--- config.mk ---
export PLATFORM = sky130hd
export DESIGN_NAME = utf8_stream_decoder_top
export DESIGN_NICKNAME = d
export VERILOG_FILES = /design/src/rtl/core/usd_pkg.sv /design/src/rtl/core/utf8_stream_decoder_top.sv /design/src/rtl/core/usd_decode.sv
export VERILOG_INCLUDE_DIRS = /design/src /design/src/rtl/core
export SDC_FILE = /design/constraint.sdc
export NUM_CORES = 1
export LEC_CHECK = 0
export ABC_AREA = 1
export BUFFER_PORTS_ARGS = -buffer_cell sky130_fd_sc_hd__buf_4
export CELL_PAD_IN_SITES_DETAIL_PLACEMENT = 0
export CELL_PAD_IN_SITES_GLOBAL_PLACEMENT = 1
export CORE_UTILIZATION = 28
export CTS_CLUSTER_SIZE = 14
export DETAILED_ROUTE_END_ITERATION = 10
export PLACE_DENSITY_LB_ADDON = 0.1
export SLEW_MARGIN = 10
export SYNTH_ARGS = -nofsm -noshare
export SYNTH_HDL_FRONTEND = slang
export SYNTH_SLANG_ARGS = --single-unit
export TNS_END_PERCENT = 100
--- constraint.sdc ---
create_clock -name clk -period 3.12 [get_ports clk]
set_input_delay 0.468 -clock clk [delete_from_list [all_inputs] [get_ports clk]]
set_output_delay 0.468 -clock clk [all_outputs]
set_load 0.01 [all_outputs]
--- src/rtl/core/utf8_stream_decoder_top_defines.svh ---
// ---------------------------------------------------------------------------
// UTF-8 stream decoder assertion macros
// Concurrent checks that are compiled out for synthesis.
// ---------------------------------------------------------------------------
`ifndef UTF8_STREAM_DECODER_TOP_DEFINES_SVH
`define UTF8_STREAM_DECODER_TOP_DEFINES_SVH

`ifndef SYNTHESIS
// property checked at every clock edge outside reset
`define USD_ASSERT(lbl, prop) \
	lbl: assert property (@(posedge clk) disable iff (!arst_n) prop) \
		else $error("usd assertion failed");
// antecedent in this cycle, consequent in the next
`define USD_ASSERT_NEXT(lbl, ante, cons) \
	lbl: assert property (@(posedge clk) disable iff (!arst_n) (ante) |=> (cons)) \
		else $error("usd assertion failed");
`else
`define USD_ASSERT(lbl, prop)
`define USD_ASSERT_NEXT(lbl, ante, cons)
`endif

`endif

--- src/rtl/core/usd_pkg.sv ---
// ---------------------------------------------------------------------------
// UTF-8 stream decoder package
// Result kinds, result and state types, first-byte decode helpers.
// ---------------------------------------------------------------------------
`default_nettype none

package usd_pkg;

	localparam int CP_W    = 21;
	localparam int MAX_RES = 4;
	localparam int PEND_N  = 3;

	// result kinds
	localparam logic [1:0] KIND_CODEPOINT = 2'd0;
	localparam logic [1:0] KIND_RAW       = 2'd1;
	localparam logic [1:0] KIND_ERROR     = 2'd2;
	localparam logic [1:0] KIND_END       = 2'd3;

	typedef struct packed {
		logic [CP_W-1:0] cp;
		logic [1:0]      kind;
	} res_t;

	// decoder control state
	typedef struct packed {
		logic [CP_W-1:0] acc;
		logic [1:0]      brem;
		logic [1:0]      pcnt;
		logic            drop;
	} dec_ctl_t;

	// sequence length from the first byte, zero for an invalid lead
	function automatic logic [2:0] seq_len(input logic [7:0] b);
		logic [2:0] len;
		case (b) inside
			[8'h00:8'h7F]: len = 3'd1;
			[8'hC0:8'hDF]: len = 3'd2;
			[8'hE0:8'hEF]: len = 3'd3;
			[8'hF0:8'hF7]: len = 3'd4;
			default:       len = 3'd0;
		endcase
		return len;
	endfunction

	// payload bits kept from a lead byte
	function automatic logic [7:0] lead_mask(input logic [2:0] len);
		logic [7:0] m;
		case (len)
			3'd1:    m = 8'h7F;
			3'd2:    m = 8'h1F;
			3'd3:    m = 8'h0F;
			3'd4:    m = 8'h07;
			default: m = 8'h00;
		endcase
		return m;
	endfunction

endpackage

`default_nettype wire

--- src/rtl/core/utf8_stream_decoder_top.sv ---
// ---------------------------------------------------------------------------
// UTF-8 stream decoder
// Byte-in, codepoint-out decoder with raw-byte or abandon error handling.
// ---------------------------------------------------------------------------
// One byte is taken per transfer; a zero byte ends the string and yields an
// end result. Each byte yields zero to four results, held in a four-entry
// result buffer and handed out one per cycle while the output is not
// stalled, with last set on the final one. A byte is taken in the cycle the
// buffer empties, so the block runs at one byte per clock while each byte
// gives at most one result and the output is not stalled; a byte that gives
// more results holds off the next byte until its last result is taken. Under
// the abandon policy (policy register set to 1) an error result is followed by
// silence until the terminator and the whole string must be discarded.
`default_nettype none

module utf8_stream_decoder_top import usd_pkg::*; (
	input  logic                clk,
	input  logic                arst_n,
	// configuration
	input  logic                cfg_wr_en,
	input  logic                cfg_wr_data,
	// byte input
	input  logic                in_valid,
	output logic                in_stall,
	input  logic [7:0]          in_byte,
	// result output
	output logic                out_valid,
	input  logic                out_stall,
	output logic [CP_W-1:0]     codepoint,
	output logic [1:0]          kind,
	output logic                last
);

`include "utf8_stream_decoder_top_defines.svh"

	logic                      policy_q;
	dec_ctl_t                  ctl_q;
	logic [PEND_N-1:0][7:0]    pend_q;
	res_t [MAX_RES-1:0]        slot_q;
	logic [2:0]                rem_q;

	dec_ctl_t                  ctl_nxt;
	logic [PEND_N-1:0][7:0]    pend_nxt;
	res_t [MAX_RES-1:0]        res;
	logic [2:0]                res_n;
	logic                      in_xfer;
	logic                      out_xfer;

	// handshake
	assign out_valid = (rem_q != 3'd0);
	assign out_xfer  = out_valid && !out_stall;
	assign in_stall  = !((rem_q == 3'd0) || ((rem_q == 3'd1) && !out_stall));
	assign in_xfer   = in_valid && !in_stall;

	assign codepoint = slot_q[0].cp;
	assign kind      = slot_q[0].kind;
	assign last      = (rem_q == 3'd1);

	// step logic
	usd_decode u_dec (
		.ctl_cur  (ctl_q),
		.pend_cur (pend_q),
		.in_byte  (in_byte),
		.policy   (policy_q),
		.ctl_nxt  (ctl_nxt),
		.pend_nxt (pend_nxt),
		.res      (res),
		.res_n    (res_n)
	);

	// policy register
	always_ff @(posedge clk or negedge arst_n) begin
		if (!arst_n) begin
			policy_q <= 1'b0;
		end else if (cfg_wr_en) begin
			policy_q <= cfg_wr_data;
		end
	end

	// decoder state
	always_ff @(posedge clk or negedge arst_n) begin
		if (!arst_n) begin
			ctl_q <= '0;
		end else if (in_xfer) begin
			ctl_q <= ctl_nxt;
		end
	end

	// buffered sequence bytes, only read below the fill count
	always_ff @(posedge clk) begin
		if (in_xfer) begin
			pend_q <= pend_nxt;
		end
	end

	// result count
	always_ff @(posedge clk or negedge arst_n) begin
		if (!arst_n) begin
			rem_q <= 3'd0;
		end else if (in_xfer) begin
			rem_q <= res_n;
		end else if (out_xfer) begin
			rem_q <= rem_q - 3'd1;
		end
	end

	// result slots, head at entry 0
	always_ff @(posedge clk) begin
		if (in_xfer) begin
			slot_q <= res;
		end else if (out_xfer) begin
			for (int i = 0; i < MAX_RES - 1; i++) begin
				slot_q[i] <= slot_q[i+1];
			end
		end
	end

	// checks
	`USD_ASSERT(a_rem_range, rem_q <= 3'd4)
	`USD_ASSERT(a_seq_fill, (ctl_q.brem != 2'd0) |->
		((ctl_q.pcnt != 2'd0) && ({1'b0, ctl_q.pcnt} + {1'b0, ctl_q.brem} <= 3'd4)))
	`USD_ASSERT(a_drop_idle, ctl_q.drop |-> (ctl_q.brem == 2'd0))
	`USD_ASSERT(a_end_last, (out_valid && (kind == KIND_END)) |-> last)
	`USD_ASSERT_NEXT(a_drain, out_xfer && last && !in_xfer, !out_valid)

endmodule

`default_nettype wire

--- src/rtl/core/usd_decode.sv ---
// ---------------------------------------------------------------------------
// UTF-8 stream decoder step logic
// Next state and the list of up to four results for one input byte.
// ---------------------------------------------------------------------------
`default_nettype none

module usd_decode import usd_pkg::*; (
	input  dec_ctl_t                  ctl_cur,
	input  logic [PEND_N-1:0][7:0]    pend_cur,
	input  logic [7:0]                in_byte,
	input  logic                      policy,
	output dec_ctl_t                  ctl_nxt,
	output logic [PEND_N-1:0][7:0]    pend_nxt,
	output res_t [MAX_RES-1:0]        res,
	output logic [2:0]                res_n
);

	logic            fb_run;
	logic [2:0]      len;
	logic [CP_W-1:0] acc_sh;
	logic            is_cont;

	assign len     = seq_len(in_byte);
	assign acc_sh  = {ctl_cur.acc[CP_W-7:0], in_byte[5:0]};
	assign is_cont = (in_byte != 8'h00) && (in_byte[7:6] == 2'b10);

	always_comb begin
		ctl_nxt  = ctl_cur;
		pend_nxt = pend_cur;
		res      = '0;
		res_n    = 3'd0;
		fb_run   = 1'b0;

		// sequence handling
		if (ctl_cur.drop) begin
			if (in_byte == 8'h00) begin
				ctl_nxt.drop = 1'b0;
				res[0]       = '{cp: '0, kind: KIND_END};
				res_n        = 3'd1;
			end
		end else if (ctl_cur.brem == 2'd0) begin
			fb_run = 1'b1;
		end else if (is_cont) begin
			ctl_nxt.acc  = acc_sh;
			ctl_nxt.brem = ctl_cur.brem - 2'd1;
			if (ctl_cur.brem == 2'd1) begin
				res[0]       = '{cp: acc_sh, kind: KIND_CODEPOINT};
				res_n        = 3'd1;
				ctl_nxt.pcnt = 2'd0;
			end else if (ctl_cur.pcnt != 2'd3) begin
				pend_nxt[ctl_cur.pcnt] = in_byte;
				ctl_nxt.pcnt           = ctl_cur.pcnt + 2'd1;
			end
		end else begin
			// broken sequence
			ctl_nxt.brem = 2'd0;
			ctl_nxt.pcnt = 2'd0;
			if (policy) begin
				res[0] = '{cp: '0, kind: KIND_ERROR};
				if (in_byte == 8'h00) begin
					res[1] = '{cp: '0, kind: KIND_END};
					res_n  = 3'd2;
				end else begin
					res_n        = 3'd1;
					ctl_nxt.drop = 1'b1;
				end
			end else begin
				for (int i = 0; i < PEND_N; i++) begin
					if (2'(i) < ctl_cur.pcnt) begin
						res[i] = '{cp: CP_W'(pend_cur[i]), kind: KIND_RAW};
					end
				end
				res_n  = {1'b0, ctl_cur.pcnt};
				fb_run = 1'b1;
			end
		end

		// current byte as a first byte
		if (fb_run) begin
			if (in_byte == 8'h00) begin
				res[res_n[1:0]] = '{cp: '0, kind: KIND_END};
				res_n           = res_n + 3'd1;
			end else if (len == 3'd0) begin
				if (policy) begin
					res[res_n[1:0]] = '{cp: '0, kind: KIND_ERROR};
					ctl_nxt.drop    = 1'b1;
				end else begin
					res[res_n[1:0]] = '{cp: CP_W'(in_byte), kind: KIND_RAW};
				end
				res_n = res_n + 3'd1;
			end else if (len == 3'd1) begin
				res[res_n[1:0]] = '{cp: CP_W'(in_byte), kind: KIND_CODEPOINT};
				res_n           = res_n + 3'd1;
			end else begin
				ctl_nxt.acc  = CP_W'(in_byte & lead_mask(len));
				ctl_nxt.brem = 2'(len - 3'd1);
				pend_nxt[0]  = in_byte;
				ctl_nxt.pcnt = 2'd1;
			end
		end
	end

endmodule

`default_nettype wire
==> impl_metrics.sql <==
INSERT INTO impl_metrics (metric_group, metric, value, unit) VALUES
('run_status', 'outcome', 'finished, violations left', ''),
('run_status', 'failed_checks', 'negative hold slack', ''),
('timing', 'final.hold.worst_slack', '-3.616', 'ps'),
('yosys', 'yosys_warnings', '0', ''),
('yosys', 'postSynthNetCount', '606', ''),
('clock_tree', 'postCtsSetupRepairBufs', '0', ''),
('yosys', 'unique_cell_type_count_in_the_yosys_netlist', '36', ''),
('drt', 'detail_route.iter0.violations', '268', ''),
('place', 'port_buffers', '39', ''),
('clock_tree', 'clock_tree.buffer_depth', '2', ''),
('cells_and_area', 'final_core_util', '0.3262', ''),
('critical_path', 'critical_path.endpoint_type', 'register', ''),
('place', 'placed_cell_area', '0.005841', 'mm²'),
('global_route', 'antenna_violations_before_repair', '0', ''),
('global_route', 'grt_pass1_vias', '4036', ''),
('timing', 'timing.setup.tns', '0', 'ps'),
('timing', 'rsz_0062_raised_after_global_routing', 'false', ''),
('power', 'power.switching_fraction', '0.3560', ''),
('critical_path', 'worstPathArrival', '2790', 'ps'),
('timing', 'layout_worst_path_cycle_share', '0.8647', ''),
('timing', 'timing_max_transition_violations_final', '0', ''),
('drt', 'met2_wirelength', '6.728', 'mm'),
('global_route', 'globalRouteOverflowTotal', '0', ''),
('drt', 'highest_layer', 'met4', ''),
('floorplan', 'fp.dieArea', '0.01986', 'mm²'),
('timing', 'worst-slew-pin-transition', '639.0', 'ps'),
('power', 'power.clock.fraction', '0.243', ''),
('clock_tree', 'cts_root_buf', 'clkbuf_16', ''),
('yosys', 'avgSynthCellArea', '9.285', 'µm²'),
('yosys', 'synth.cell_area', '0.005404', 'mm²'),
('clock_tree', 'tritoncts_clock_tree', 'yes', ''),
('place', 'place.detailed.hpwl', '10.56', 'mm'),
('place', 'gp_congestion', '0.7989', ''),
('global_route', 'grt_use_total', '0.1612', ''),
('yosys', 'main_area_contributors_after_synthesis', 'edfxtp_1, dfrtp_1, nand2_1', ''),
('clock_tree', 'cts_resized', '0', ''),
('timing', 'finalSetupViolCount', '0', ''),
('drt', 'remaining_drc_errors', '0', ''),
('drt', 'via_count', '4036', ''),
('power', 'p_comb_frac', '0.317', ''),
('timing', 'slew_headroom', '0.5734', ''),
('drt', 'drtAntennaViolNets', '0', ''),
('floorplan', 'die-height', '140.9', 'µm'),
('timing', 'final_critical_path_setup_slack', '422.3', 'ps'),
('drt', 'drt-total-wl', '15.23', 'mm'),
('power', 'power_density', '770.1', 'mW/mm²'),
('worst_hold_path', 'hold_path_class', 'input pin to async pin', ''),
('timing', 'timing_hold_violations_final', '10', ''),
('critical_path', 'critical_path.startpoint_type', 'register', ''),
('drt', 'routed_wire_length_per_instance', '17.57', 'µm'),
('drt', 'wl_met3', '760', 'µm'),
('yosys', 'dominant_synthesized_flop_cell', 'edfxtp_1', ''),
('yosys', 'synth_edf_count', '77', ''),
('global_route', 'grt_pass1_wl', '23.75', 'mm'),
('drt', 'via_per_inst', '4.655', ''),
('critical_path', 'path_max_fanout', '8', ''),
('power', 'p_leak', '0.002469', 'µW'),
('critical_path', 'timing_worst_setup_path_type', 'register to register', ''),
('place', 'place_inst', '851', ''),
('power', 'seq_power_share', '0.440', ''),
('power', 'maximum_ir_drop_on_the_vdd_rail', '0.0002785', 'V'),
('drt', 'wirelength_met1', '7.474', 'mm'),
('timing', 'achievable-frequency', '370.7', 'MHz'),
('clock_tree', 'worst_skew_pair.late_latency', '360', 'ps'),
('timing', 'clock_skew', '10.63', 'ps'),
('floorplan', 'pin_count', '40', ''),
('clock_tree', 'clk_pin_slew', '80', 'ps'),
('drt', 'detail_route.first_pass.iterations', '5', ''),
('yosys', 'synth_area_leader_cell', 'edfxtp_1', ''),
('floorplan', 'start_util', '0.2870', ''),
('clock_tree', 'htree_levels', '3', '');
-- power groups by stage --
stage                     clock network, µW  logic, µW  registers [µW]
after global placement                    0       1520            2110
after detailed placement                  0       1520            2110
after floorplan                           0       1090            2070
final                                  1150       1500            2080
after CTS                              1180       1530            2080
after global routing                   1240       1690            2120
-- path summary, 6_finish.rpt --
path / start / depth (start not counted) / slack (ps) / end
max in group asynchronous: arst_n / 1 / 2870 / ctl_q[0]
min reg2reg: slot_q[76] / 2 / 520 / slot_q[53]
max reg2reg: ctl_q[4] / 12 / 420 / slot_q[28]
min in group clk: cfg_wr_en / 2 / 310 / policy_q
min: arst_n / 1 / -4 / ctl_q[17]
max: ctl_q[4] / 12 / 420 / slot_q[28]
-- final cells by class --
class,count,area (µm²)
repair buffers,48,385.4
clock buffers,9,225.2
clock inverters,7,76.32
multi-input cells,363,1921
fillers,2011,12690
well taps,260,325.3
inverters,79,296.5
flip-flops and latches,101,2913
-- stage by stage --
step	hold slack (ps)	total power, µW
4_1_cts	7.095	4795
5_1_grt	9.791	5056
3_5_place_dp	400.6	3635
3_3_place_gp	394.6	3628
6_report	-3.616	4730
2_1_floorplan	172.4	3168
-- layer usage --
| metal | up-vias | global-route usage |
|---|---|---|
| li1 | 2000 | - |
| met5 | - | 0 |
| met3 | 17 | 0.02921 |
| met2 | 118 | 0.2435 |
| met1 | 1901 | 0.2314 |
| met4 | 0 | 0.05435 |
-- synthesized netlist by cell type (4+ instances only) --
cell type and number:
o21ai_0 42, buf_4 26, nand3_1 37, a21oi_1 32
nor2_1 45, o211ai_1 6, ha_1 10, nor3_1 11
o22ai_1 18, edfxtp_1 77, a211oi_1 5, nand2_4 7
dfrtp_1 24, nand2_2 4, buf_2 6, nor2_4 7
a22o_1 8, inv_2 9, nand2_1 112, inv_1 68
-- critical path: stages, from the launching register on --
cell	delay [ps]
dfrtp_1	360
inv_1	110
ha_1	310
nor2_4	60
buf_4	170
nand4_1	150
nand2_1	140
inv_1	140
ha_1	340
nand2_4	160
inv_2	160
nand2_1	60
a22o_1	260
-- cells in the final DEF (no fill, tap or decap), drive strengths merged --
cell type  count
clkbuf         9
a31oi          3
clkinv         5
a21oi         34
o211ai         6
nand4          3
o32ai          1
nand2        123
or2            1
o21a           1
edfxtp        77
a22oi          1
nor2          53
buf           48
ha            10
nor3          11
a211oi         5
inv           81
o21ai         46
o22ai         18
a22o           8
a221oi         1
nand3         37
o221ai         1
dfrtp         24
-- flip-flops by register name, indices dropped and copies added (netlist names) --
register   flops
ctl_q         20
pend_q        24
policy_q       1
codepoint     21
rem_q          3
kind           2
slot_q        30
-- logic make-up after synthesis --
family,after synthesis,share of synthesized area
and+or+nand+nor,228,0.1931
buffers and inverters,118,0.1056
AOI/OAI and AO/OA,125,0.1392
adders and majority gates,10,0.02315
DFF,101,0.5390
No activity file was read; power rests on OpenSTA's default activity.
